===== config.mk =====
export PLATFORM = sky130hd
export DESIGN_NAME = run_level_coef_rate_estimator_top
export DESIGN_NICKNAME = d
export VERILOG_FILES = /design/src/design/rlcre_pkg.sv /design/src/design/rlcre_front.sv /design/src/design/rlcre_queue.sv /design/src/design/rlcre_back.sv /design/src/design/run_level_coef_rate_estimator_top.sv
export SDC_FILE = /design/constraint.sdc
export NUM_CORES = 1
export LEC_CHECK = 0
export BUFFER_PORTS_ARGS = -buffer_cell sky130_fd_sc_hd__buf_2
export CORE_MARGIN = 10
export CORE_UTILIZATION = 45
export CTS_BUF_LIST = sky130_fd_sc_hd__clkbuf_4 sky130_fd_sc_hd__clkbuf_8
export DETAILED_ROUTE_END_ITERATION = 8
export GPL_ROUTABILITY_DRIVEN = 0
export SYNTH_ARGS = -nofsm -noshare
export SYNTH_HDL_FRONTEND = slang
export SYNTH_SLANG_ARGS = --single-unit

===== constraint.sdc =====
create_clock -name clk -period 7.3 [get_ports clk]
set_input_delay 1.825 -clock clk [delete_from_list [all_inputs] [get_ports clk]]
set_output_delay 1.825 -clock clk [all_outputs]
set_load 0.1 [all_outputs]

===== src/design/rlcre_pkg.sv =====
// Shared types, constants and cost helpers for the run/level rate estimator.
// No dependencies; imported by every module of the block.
`default_nettype none

package rlcre_pkg;

    localparam int COEF_W    = 16;
    localparam int RUN_W     = 10;
    localparam int PART_W    = 6;   // one level or run cost, max 34
    localparam int COST_W    = 7;   // level + run cost, max 66
    localparam int TOTAL_W   = 12;
    localparam int IN_DATA_W = 32;
    localparam int OUT_DATA_W = 16;
    localparam int QUEUE_DEPTH_DEF = 2;

    localparam logic [3:0]        ORDER_CAP  = 4'd11;
    localparam logic [16:0]       ORDER_SAT  = 17'd4096;
    localparam logic [COEF_W-1:0] LEVEL_ESC  = 16'd9;
    localparam logic [PART_W-1:0] LEVEL_BASE = 6'd10;
    localparam logic [RUN_W-1:0]  RUN_ESC    = 10'd16;
    localparam logic [PART_W-1:0] RUN_BASE   = 6'd16;

    // one classified pair handed from front to back
    typedef struct packed {
        logic [COST_W-1:0] cost;
        logic              last;
    } pair_cost_t;

    // floor(log2(x + 1)), saturated at ORDER_CAP
    function automatic logic [3:0] eg_order(input logic [COEF_W-1:0] x);
        logic [16:0] v;
        logic [3:0]  n;
        v = {1'b0, x} + 17'd1;
        n = 4'd0;
        if (v >= ORDER_SAT) begin
            n = ORDER_CAP;
        end
        else begin
            for (int i = 1; i < 12; i++) begin
                if (v[i]) begin
                    n = 4'(i);
                end
            end
        end
        return n;
    endfunction

endpackage

`default_nettype wire


===== src/design/rlcre_front.sv =====
// Front end: accepts pairs, computes the level and run cost, registers it.
// Depends on rlcre_pkg.
`default_nettype none

module rlcre_front (
    input  wire logic                       clk,
    input  wire logic                       rst_n,
    input  wire logic                       in_valid,
    output logic                            in_ready,
    input  wire logic [rlcre_pkg::COEF_W-1:0] coef_value,
    input  wire logic [rlcre_pkg::RUN_W-1:0]  zero_run,
    input  wire logic                       last_pair,
    output logic                            out_valid,
    input  wire logic                       out_ready,
    output rlcre_pkg::pair_cost_t           out_pair
);
    import rlcre_pkg::*;

    logic                valid_reg, valid_next;
    pair_cost_t          pair_reg, pair_next;
    logic [COEF_W-1:0]   mag;
    logic [COEF_W-1:0]   run_ext;
    logic [PART_W-1:0]   level_cost;
    logic [PART_W-1:0]   run_cost;
    logic                take;

    // -32768 maps to 32768, still fits 16 unsigned bits
    assign mag     = coef_value[COEF_W-1] ? (~coef_value + 16'd1) : coef_value;
    assign run_ext = {{(COEF_W-RUN_W){1'b0}}, zero_run};

    always_comb
    begin
        if (mag == '0) begin
            level_cost = '0;
        end
        else if (mag < LEVEL_ESC) begin
            level_cost = mag[PART_W-1:0] + 6'd2;
        end
        else begin
            level_cost = LEVEL_BASE + {1'b0, eg_order(mag - LEVEL_ESC), 1'b0};
        end
    end

    always_comb
    begin
        if (zero_run == '0) begin
            run_cost = {{(PART_W-1){1'b0}}, (mag != '0)};
        end
        else if (zero_run < RUN_ESC) begin
            run_cost = zero_run[PART_W-1:0] + 6'd1;
        end
        else begin
            run_cost = RUN_BASE
                + {1'b0, eg_order(run_ext - {{(COEF_W-RUN_W){1'b0}}, RUN_ESC}), 1'b0};
        end
    end

    assign in_ready = !valid_reg || out_ready;
    assign take     = in_valid && in_ready;

    always_comb
    begin
        valid_next = valid_reg;
        pair_next  = pair_reg;
        if (take) begin
            valid_next     = 1'b1;
            pair_next.cost = {1'b0, level_cost} + {1'b0, run_cost};
            pair_next.last = last_pair;
        end
        else if (out_ready) begin
            valid_next = 1'b0;
        end
    end

    always_ff @(posedge clk or negedge rst_n)
    begin
        if (!rst_n) begin
            valid_reg <= 1'b0;
        end
        else begin
            valid_reg <= valid_next;
        end
    end

    always_ff @(posedge clk)
    begin
        pair_reg <= pair_next;
    end

    assign out_valid = valid_reg;
    assign out_pair  = pair_reg;

endmodule

`default_nettype wire


===== src/design/rlcre_queue.sv =====
// Short queue of classified pairs between front and back.
// Depends on rlcre_pkg.
`default_nettype none

module rlcre_queue #(
    parameter int DEPTH = rlcre_pkg::QUEUE_DEPTH_DEF
) (
    input  wire logic              clk,
    input  wire logic              rst_n,
    input  wire logic              push_valid,
    output logic                   push_ready,
    input  rlcre_pkg::pair_cost_t  push_pair,
    output logic                   pop_valid,
    input  wire logic              pop_ready,
    output rlcre_pkg::pair_cost_t  pop_pair
);
    import rlcre_pkg::*;

    localparam int PTR_W = (DEPTH > 1) ? $clog2(DEPTH) : 1;
    localparam int CNT_W = $clog2(DEPTH + 1);
    localparam logic [PTR_W-1:0] LAST_PTR = PTR_W'(DEPTH - 1);
    localparam logic [CNT_W-1:0] FULL_CNT = CNT_W'(DEPTH);

    pair_cost_t        mem [DEPTH];
    logic [PTR_W-1:0]  wr_ptr_reg, wr_ptr_next;
    logic [PTR_W-1:0]  rd_ptr_reg, rd_ptr_next;
    logic [CNT_W-1:0]  count_reg, count_next;
    logic              push, pop;

    assign push_ready = (count_reg != FULL_CNT);
    assign pop_valid  = (count_reg != '0);
    assign push       = push_valid && push_ready;
    assign pop        = pop_valid && pop_ready;
    assign pop_pair   = mem[rd_ptr_reg];

    always_comb
    begin
        wr_ptr_next = wr_ptr_reg;
        rd_ptr_next = rd_ptr_reg;
        count_next  = count_reg;
        if (push) begin
            wr_ptr_next = (wr_ptr_reg == LAST_PTR) ? '0 : wr_ptr_reg + 1'b1;
        end
        if (pop) begin
            rd_ptr_next = (rd_ptr_reg == LAST_PTR) ? '0 : rd_ptr_reg + 1'b1;
        end
        if (push && !pop) begin
            count_next = count_reg + 1'b1;
        end
        else if (pop && !push) begin
            count_next = count_reg - 1'b1;
        end
    end

    always_ff @(posedge clk or negedge rst_n)
    begin
        if (!rst_n) begin
            wr_ptr_reg <= '0;
            rd_ptr_reg <= '0;
            count_reg  <= '0;
        end
        else begin
            wr_ptr_reg <= wr_ptr_next;
            rd_ptr_reg <= rd_ptr_next;
            count_reg  <= count_next;
        end
    end

    always_ff @(posedge clk)
    begin
        if (push) begin
            mem[wr_ptr_reg] <= push_pair;
        end
    end

endmodule

`default_nettype wire


===== src/design/rlcre_back.sv =====
// Back end: accumulates pair costs, emits the block total on the last pair.
// Depends on rlcre_pkg.
`default_nettype none

module rlcre_back (
    input  wire logic                          clk,
    input  wire logic                          rst_n,
    input  wire logic                          in_valid,
    output logic                               in_ready,
    input  rlcre_pkg::pair_cost_t              in_pair,
    output logic                               out_valid,
    input  wire logic                          out_ready,
    output logic [rlcre_pkg::TOTAL_W-1:0]      block_bits
);
    import rlcre_pkg::*;

    logic [TOTAL_W-1:0] total_reg, total_next;
    logic [TOTAL_W-1:0] sum;
    logic               out_valid_reg, out_valid_next;
    logic [TOTAL_W-1:0] out_data_reg, out_data_next;
    logic               pop;

    // a non-last pair never needs the output slot
    assign in_ready = !in_pair.last || !out_valid_reg || out_ready;
    assign pop      = in_valid && in_ready;
    assign sum      = total_reg + {{(TOTAL_W-COST_W){1'b0}}, in_pair.cost};

    always_comb
    begin
        total_next     = total_reg;
        out_valid_next = out_valid_reg && !out_ready;
        out_data_next  = out_data_reg;
        if (pop) begin
            if (in_pair.last) begin
                total_next     = '0;
                out_valid_next = 1'b1;
                out_data_next  = sum;
            end
            else begin
                total_next = sum;
            end
        end
    end

    always_ff @(posedge clk or negedge rst_n)
    begin
        if (!rst_n) begin
            total_reg     <= '0;
            out_valid_reg <= 1'b0;
        end
        else begin
            total_reg     <= total_next;
            out_valid_reg <= out_valid_next;
        end
    end

    always_ff @(posedge clk)
    begin
        out_data_reg <= out_data_next;
    end

    assign out_valid  = out_valid_reg;
    assign block_bits = out_data_reg;

    a_last_loads_out: assert property (@(posedge clk) disable iff (!rst_n)
        pop && in_pair.last |=> out_valid_reg && out_data_reg == $past(sum))
        else $error("last pair did not load block total");

    a_last_clears_total: assert property (@(posedge clk) disable iff (!rst_n)
        pop && in_pair.last |=> total_reg == '0)
        else $error("running total not cleared after last pair");

    a_stall_keeps_result: assert property (@(posedge clk) disable iff (!rst_n)
        out_valid_reg && !out_ready |=> out_valid_reg && $stable(out_data_reg))
        else $error("pending block total overwritten while stalled");

    a_mid_pair_accumulates: assert property (@(posedge clk) disable iff (!rst_n)
        pop && !in_pair.last |=> total_reg == $past(sum))
        else $error("pair cost not accumulated");

endmodule

`default_nettype wire


===== src/design/run_level_coef_rate_estimator_top.sv =====
// Top level of the run/level coefficient rate estimator.
// Depends on rlcre_pkg, rlcre_front, rlcre_queue and rlcre_back.
//
// Usage:
//   Slave stream (s_*) carries one (coefficient, zero run) pair per word;
//   s_tlast marks the final pair of a transform block. The master stream
//   (m_*) carries one word per block: the estimated bit cost, modulo 4096.
//   Blocks of any length are supported, the last marker alone closes one.
// Throughput: one pair per cycle sustained while m_tready does not hold back a
//   pending total; the front cost logic, the queue and the accumulator each handle one word a cycle.
// Path: a last pair passes the front register and a queue entry, then loads the
//   output register that drives m_tvalid; it waits longer while the queue is
//   full when the pair leaves the front register.
// Reset: rst_n clears the running total, the queue and all valid flags;
//   no result is pending afterwards.
// Stall: while m_tready is low, the pending total holds and non-last pairs
//   keep accumulating; a second last pair waits in the queue, and once the
//   queue and front register fill, s_tready drops.
`default_nettype none

module run_level_coef_rate_estimator_top #(
    parameter int QUEUE_DEPTH = rlcre_pkg::QUEUE_DEPTH_DEF
) (
    input  wire logic                              clk,
    input  wire logic                              rst_n,
    input  wire logic                              s_tvalid,
    output logic                                   s_tready,
    input  wire logic [rlcre_pkg::IN_DATA_W-1:0]   s_tdata,  // coef_value[15:0], zero_run[25:16]
    input  wire logic                              s_tlast,  // last_pair
    output logic                                   m_tvalid,
    input  wire logic                              m_tready,
    output logic [rlcre_pkg::OUT_DATA_W-1:0]       m_tdata   // block_bits[11:0]
);
    import rlcre_pkg::*;

    logic [COEF_W-1:0]  coef_value;
    logic [RUN_W-1:0]   zero_run;
    logic [TOTAL_W-1:0] block_bits;

    // front -> queue
    logic               fq_valid, fq_ready;
    pair_cost_t         fq_pair;
    // queue -> back
    logic               qb_valid, qb_ready;
    pair_cost_t         qb_pair;

    assign coef_value = s_tdata[COEF_W-1:0];
    assign zero_run   = s_tdata[COEF_W+RUN_W-1:COEF_W];

    rlcre_front u_front (
        .clk        (clk),
        .rst_n      (rst_n),
        .in_valid   (s_tvalid),
        .in_ready   (s_tready),
        .coef_value (coef_value),
        .zero_run   (zero_run),
        .last_pair  (s_tlast),
        .out_valid  (fq_valid),
        .out_ready  (fq_ready),
        .out_pair   (fq_pair)
    );

    rlcre_queue #(
        .DEPTH (QUEUE_DEPTH)
    ) u_queue (
        .clk        (clk),
        .rst_n      (rst_n),
        .push_valid (fq_valid),
        .push_ready (fq_ready),
        .push_pair  (fq_pair),
        .pop_valid  (qb_valid),
        .pop_ready  (qb_ready),
        .pop_pair   (qb_pair)
    );

    rlcre_back u_back (
        .clk        (clk),
        .rst_n      (rst_n),
        .in_valid   (qb_valid),
        .in_ready   (qb_ready),
        .in_pair    (qb_pair),
        .out_valid  (m_tvalid),
        .out_ready  (m_tready),
        .block_bits (block_bits)
    );

    // upper tdata bits are padding
    assign m_tdata = {{(OUT_DATA_W-TOTAL_W){1'b0}}, block_bits};

endmodule

`default_nettype wire


; Word level (Yosys, flattened, before mapping)
; Memory sizes are Yosys's and may differ from the RTL's.
; Cells that the tools add are included.
[totals]
input_bits = 37
mem_bits_ro = 0
mem_count = 1
out_inout_bits = 18
regBits = 38
ram_bits = 16
latch_bits = 0
[op_classes]
n_mux = 44
reduce_logical = 22
n_lt_le_gt_ge = 4
shift = 0
div_mod_pow = 0
eq_ne = 1
n_addsub = 15
n_bitwise = 1
mul = 0
[memory_table]
columns = name, words, word_bits, read_ports, rd_clocked_by_memory_dff, wr, line_no
row1 = u_queue.mem, 2, 8, 1, 0, 1, rlcre_queue.sv:24  ; pair_cost_t mem [DEPTH];
[ops]
columns = op, count
row1 = $mux W4, 14
row2 = $add A16 B1 Y17 const B, 2
row3 = $ge A17 B13 Y1 const B, 2
row4 = $mux W3, 8
row5 = $mux W6, 4
row6 = $add A16 B1 Y16 const B, 1
row7 = $logic_not A16 Y1, 1
row8 = $lt A16 B4 Y1 const B, 1
row9 = $mux W16, 1
row10 = $not A16 Y16, 1
row11 = $reduce_bool A16 Y1, 1
row12 = $sub A16 B4 Y16 const B, 1
row13 = $add A12 B7 Y12, 1
row14 = $mux W12, 1
row15 = $mux W2, 6
row16 = $sub A10 B5 Y11 const B, 1
row17 = $logic_not A10 Y1, 1
row18 = $lt A10 B5 Y1 const B, 1
row19 = $mux W1, 10
row20 = $add A6 B6 Y7, 1
row21 = $add A4 B5 Y6 const A, 1
row22 = $add A5 B5 Y6 const A, 1
row23 = $add A6 B1 Y6 const B, 1
row24 = $add A6 B2 Y6 const B, 1
row25 = other kinds (9), 24

; Depth between registers and ports, before layout
[logic_depth]
word_depth = 23
mapped_depth = 25
mapped_depth_nobuf = 23

; By module
; From an unflattened synthesis, not the netlist that was laid out.
[hier_totals]
cells_unflattened = 566
hier_area_um2 = 5016.1
[by_module_without_submodules]
columns = mod, cells_each, seq_area_each_um2, area_each_um2, n_inst
row1 = rlcre_front, 401, 265.3, 2865.2, 1
row2 = rlcre_back, 117, 685.7, 1330.0, 1
row3 = rlcre_queue, 43, 580.6, 787.0, 1
row4 = run_level_coef_rate_estimator_top, 5, 0.0, 33.8, 1

; Worst setup path after synthesis
; Ideal clock, no wire load.
[synth_timing]
kind = input -> register
startpoint = in s_tdata[15] (netlist bit)
endpoint = reg u_front.pair_reg, in the netlist u_front.out_pair[7] (data pin)
setup_time_ns = 0.254
t_arrival_ns = 6.606
cell_stages = 23
path_slack_ns = 0.440
cell_sequence = buf_2 clkbuf_1 clkbuf_1 and2b_1 xnor2_1 ha_1 and2_1 clkbuf_1 o21ai_0 or3_1 and3_1 o311ai_2 mux2i_1 nor4_4 a21bo_2 ha_1 mux2i_1 nor2_1 ha_1 a21o_1 a21oi_1 o21bai_1 a21o_1
[synth_between]
elab_chain_len = 21
word_cells_on_any_way = 29
cone_classes = add/sub (6) / order compare (2) / mux (18) / bitwise (1) / reduce/logical (2)
[synth_rtl]
columns = item, line_no
row1 = start: declaration, run_level_coef_rate_estimator_top.sv:28  ; input wire logic [rlcre_pkg::IN_DATA_W-1:0] s_tdata,
row2 = $mux W16 (*), rlcre_front.sv:28  ; assign mag = coef_value[COEF_W-1] ? (~coef_value + 16'd1) : coef_value;
row3 = $sub A16 B4 Y16, rlcre_front.sv:40  ; level_cost = LEVEL_BASE + {1'b0, eg_order(mag - LEVEL_ESC), 1'b0};
row4 = $add A16 B1 Y17, rlcre_pkg.sv:33  ; v = {1'b0, x} + 17'd1;
row5 = $mux W1, rlcre_pkg.sv:40  ; if (v[i]) begin
row6 = $mux W2 (2 in series), rlcre_pkg.sv:40
row7 = $mux W3 (4 in series), rlcre_pkg.sv:40
row8 = $mux W4 (4 in series), rlcre_pkg.sv:40
row9 = $mux W4, rlcre_pkg.sv:35  ; if (v >= ORDER_SAT) begin
row10 = $mux W4, rlcre_front.sv:36  ; else if (mag < LEVEL_ESC) begin
row11 = $mux W4, rlcre_front.sv:33  ; if (mag == '0) begin
row12 = $add A4 B5 Y6, rlcre_front.sv:40
row13 = $mux W6, rlcre_front.sv:36
row14 = $mux W6, rlcre_front.sv:33
row15 = $add A6 B6 Y7 (*), rlcre_front.sv:67  ; pair_next.cost = {1'b0, level_cost} + {1'b0, run_cost};
row16 = end signal: assignment, rlcre_front.sv:87  ; pair_reg <= pair_next;
row17 = end: declaration, rlcre_front.sv:20  ; pair_cost_t pair_reg, pair_next;
; Mark *: on every way between the ends. The rest lies on a longest branch, timed or not. The select of a mux whose other input is x is not followed.
; A chain may end at the register's enable or synchronous reset.

; Worst setup path in the final report
[layout_timing]
startpoint = in s_tdata[0] (netlist bit)
endpoint = reg u_front.pair_reg, in the netlist u_front.out_pair[7] (data pin)
[layout_between]
elab_chain_len = 23
word_cells_on_any_way = 29
cone_classes = add/sub (6) / order compare (2) / mux (18) / bitwise (1) / reduce/logical (2)
[layout_rtl]
columns = item, line_no
row1 = $not A16 Y16, rlcre_front.sv:28
row2 = $add A16 B1 Y16, rlcre_front.sv:28
row3 = $mux W16 (*), rlcre_front.sv:28
row4 = $sub A16 B4 Y16, rlcre_front.sv:40
row5 = $add A16 B1 Y17, rlcre_pkg.sv:33
row6 = $mux W1, rlcre_pkg.sv:40
row7 = $mux W2 (2 in series), rlcre_pkg.sv:40
row8 = $mux W3 (4 in series), rlcre_pkg.sv:40
row9 = $mux W4 (4 in series), rlcre_pkg.sv:40
row10 = $mux W4, rlcre_pkg.sv:35
row11 = $mux W4, rlcre_front.sv:36
row12 = $mux W4, rlcre_front.sv:33
row13 = $add A4 B5 Y6, rlcre_front.sv:40
row14 = $mux W6, rlcre_front.sv:36
row15 = $mux W6, rlcre_front.sv:33
row16 = $add A6 B6 Y7 (*), rlcre_front.sv:67
; Marked as above.

==> metrics.txt <==
status=completed; Syn Inst Count=505; Die X=121.8 µm; final setup violation count=0; dpl ws=0.2334 ns; NumNets Final=615; critical path startpoint category=primary input; VDD IR max=267.5 µV; Core Region=10230 µm²; crit-path max FO=7; Worst Path Buf+Inv=2; post-synth top area cell=edfxtp_1; layout cell share with drive strength beyond 1=17.54%; Synth Area per Inst=9.242 µm²; hold_buf cts=0; commonest cells after routing, fill and taps aside=buf_2 (44), nand2_1 (42), xnor2_1 (39), edfxtp_1 (36), o21ai_0 (30); worst path cell trace=buf_2 -> inv_1 -> ha_1 -> or4b_1 -> or4_4 -> mux2i_1 -> a21oi_1 -> or3_1 -> o311ai_1 -> o311ai_1 -> nor4_4 -> a21bo_2 -> ha_1 -> o21ai_0 -> a41oi_1 -> a2111oi_2 -> ha_1 -> a21oi_1 -> o21bai_1 -> a21o_1; Setup TNS=0 ns; ant diodes=0; vias in the first global route=3688; area grow syn2layout=11.23%; port bufs=44; FF+latch count, synth=54; cell at the slowest stage of the critical path=or4b_1; Arr. time, crit path=6.79 ns; first-pass GRT wire length=16.93 mm; post-route DRC violation count=0; most used cell, CP=ha_1; DR vias=3819; Req. time, crit path=7.35 ns; slew margin rel.=36.40%; met1 Usage GRT=16.58%; unrepaired setup endpoints after global routing=false; power density cells=309.7 nW/µm²; non-filler cells in the finished layout=689; post-DR wirelength/cell=14.53 µm; final core occ=50.74%; clk slew on worst S/H paths=0.08 ns; Largest register FFs=16; Routed WL=10.01 mm; post-cts sizing count=0; largest net degree at the start of global routing=20; CTS Root Buffer Type=clkbuf_8; number of flops mapped to enable cells by yosys=36; DR pass1 iterations=4; Synth async-reset ratio=33.33%; initial core utilization=45.62%; CTS Buffer Depth=2; clock period minus final worst setup slack=6.737 ns; GRT met2 Usage=23.32%; worst skew pair latency=0.30 ns; die height=121.8 µm; most common cell after layout, fill and taps aside=buf_2; Detailed Place HPWL=7.982 mm; kind of critical path=primary input to flop; Post-Syn Area=4667 µm²; critical path capture point type=flop; violation count after the first detailed-route iteration=177; GR Layer Usage met3=1.850%; LEAKAGE=2.093 nW; Synth top area share=23.16%; highest clock rate=0.1484 GHz; post-layout worst setup margin=0.5635 ns; vias per cell=5.543; Clock Skews=0.01326 ns; Die ar.=14850 µm²; Post-CTS Repair Setup Buffers=0; CTS tree=done; endpoints failing hold=0; worst min path class=flop to flop; top post-synthesis cells by area=edfxtp_1 (23%), dfrtp_1 (9.7%), xnor2_1 (7.3%); Worst Max-Slew Pin Slew=0.9504 ns; WHS=0.4518 ns; Period Utilization, post-route=92.28%; total global-route track usage=13.35%; dpl cells=681; # IOs=55; Num CTS Buffers=5; grt ovf=0; initial antenna violation count=0; register area share after synthesis=32.82%; H-Tree Depth=2; max incr delay on CP=0.67 ns; Yosys cell types=76; Sink Count=54; fillers=978; ANT nets after route=0; CP top delay family=simple AND/OR/NAND/NOR gates; Yosys Warn Count=0; dominant synthesized flop cell=edfxtp_1; grt peak-use layer=met2; maximum capacitance violations=0; Pins Over Slew Limit=0; row count=37
-- layout make-up --
cell class	instances	area (µm²)	share of cell area, %
Clock inverter	3	42.54	0.8195
Sequential cell	54	1531	29.50
Clock buffer	5	68.82	1.326
Timing Repair Buffer	62	355.3	6.845
Tap cell	136	170.2	3.278
Inverter	25	93.84	1.808
Multi-Input combinational cell	404	2929	56.42
-- through the flow --
stage,cell area [µm²],total power [mW]
finish,5191,1.608
global route,5191,1.720
CTS,5191,1.628
detailed placement,5080,1.427
global placement,5080,1.405
floorplan,4678,1.259
-- cell families after synthesis --
kind of cell	count (synthesis)	synth area share, %
AND/OR/NAND/NOR	175	20.46
XOR/XNOR	58	11.21
multiplexers	14	3.244
buffers and inverters	50	4.665
other	1	0.08035
adder cells (fa/ha/maj)	26	7.292
AO/OA/AOI/OAI	127	20.24
flip-flops	54	32.82
-- cells in the mapped netlist, types with 12 or more instances --
cell and n:
nand3_1 15, xor2_1 17, ha_1 24, inv_1 25
xnor2_1 39, clkbuf_1 12, nor3_1 13, a21oi_1 20
dfrtp_1 18, edfxtp_1 36, nand2_1 42, o21ai_0 30
nor2_1 27
-- power by group --
group	switching, mW	internal (mW)	leakage, nW	total (mW)
combinational	0.619	0.263	1.46	0.882
clock	0.0931	0.102	0.0562	0.195
sequential	0.0523	0.478	0.574	0.530
-- metal layers --
| layer | part of all wire, % | wire length [µm] |
|---|---|---|
| met1 | 45 | 4493 |
| met2 | 50 | 5043 |
| met3 | 3.5 | 352 |
| met4 | 1.2 | 120 |
| met5 | 0 | 0 |
-- final timing paths --
path,from,to,slack [ns],depth (start not counted)
max in group asynchronous,rst_n,u_back.total_reg[8],5.54,1
worst max register to register,u_queue.rd_ptr_reg,u_back.total_reg[10],4.19,13
worst min register to register,u_front.out_pair[7],u_queue.mem[1][7],0.45,0
worst max-delay path,s_tdata[0],u_front.out_pair[7],0.56,20
worst min-delay path,u_front.out_pair[7],u_queue.mem[1][7],0.45,0
min in group asynchronous,rst_n,u_back.out_valid,1.44,1
Power figures use the tool's default switching activity.
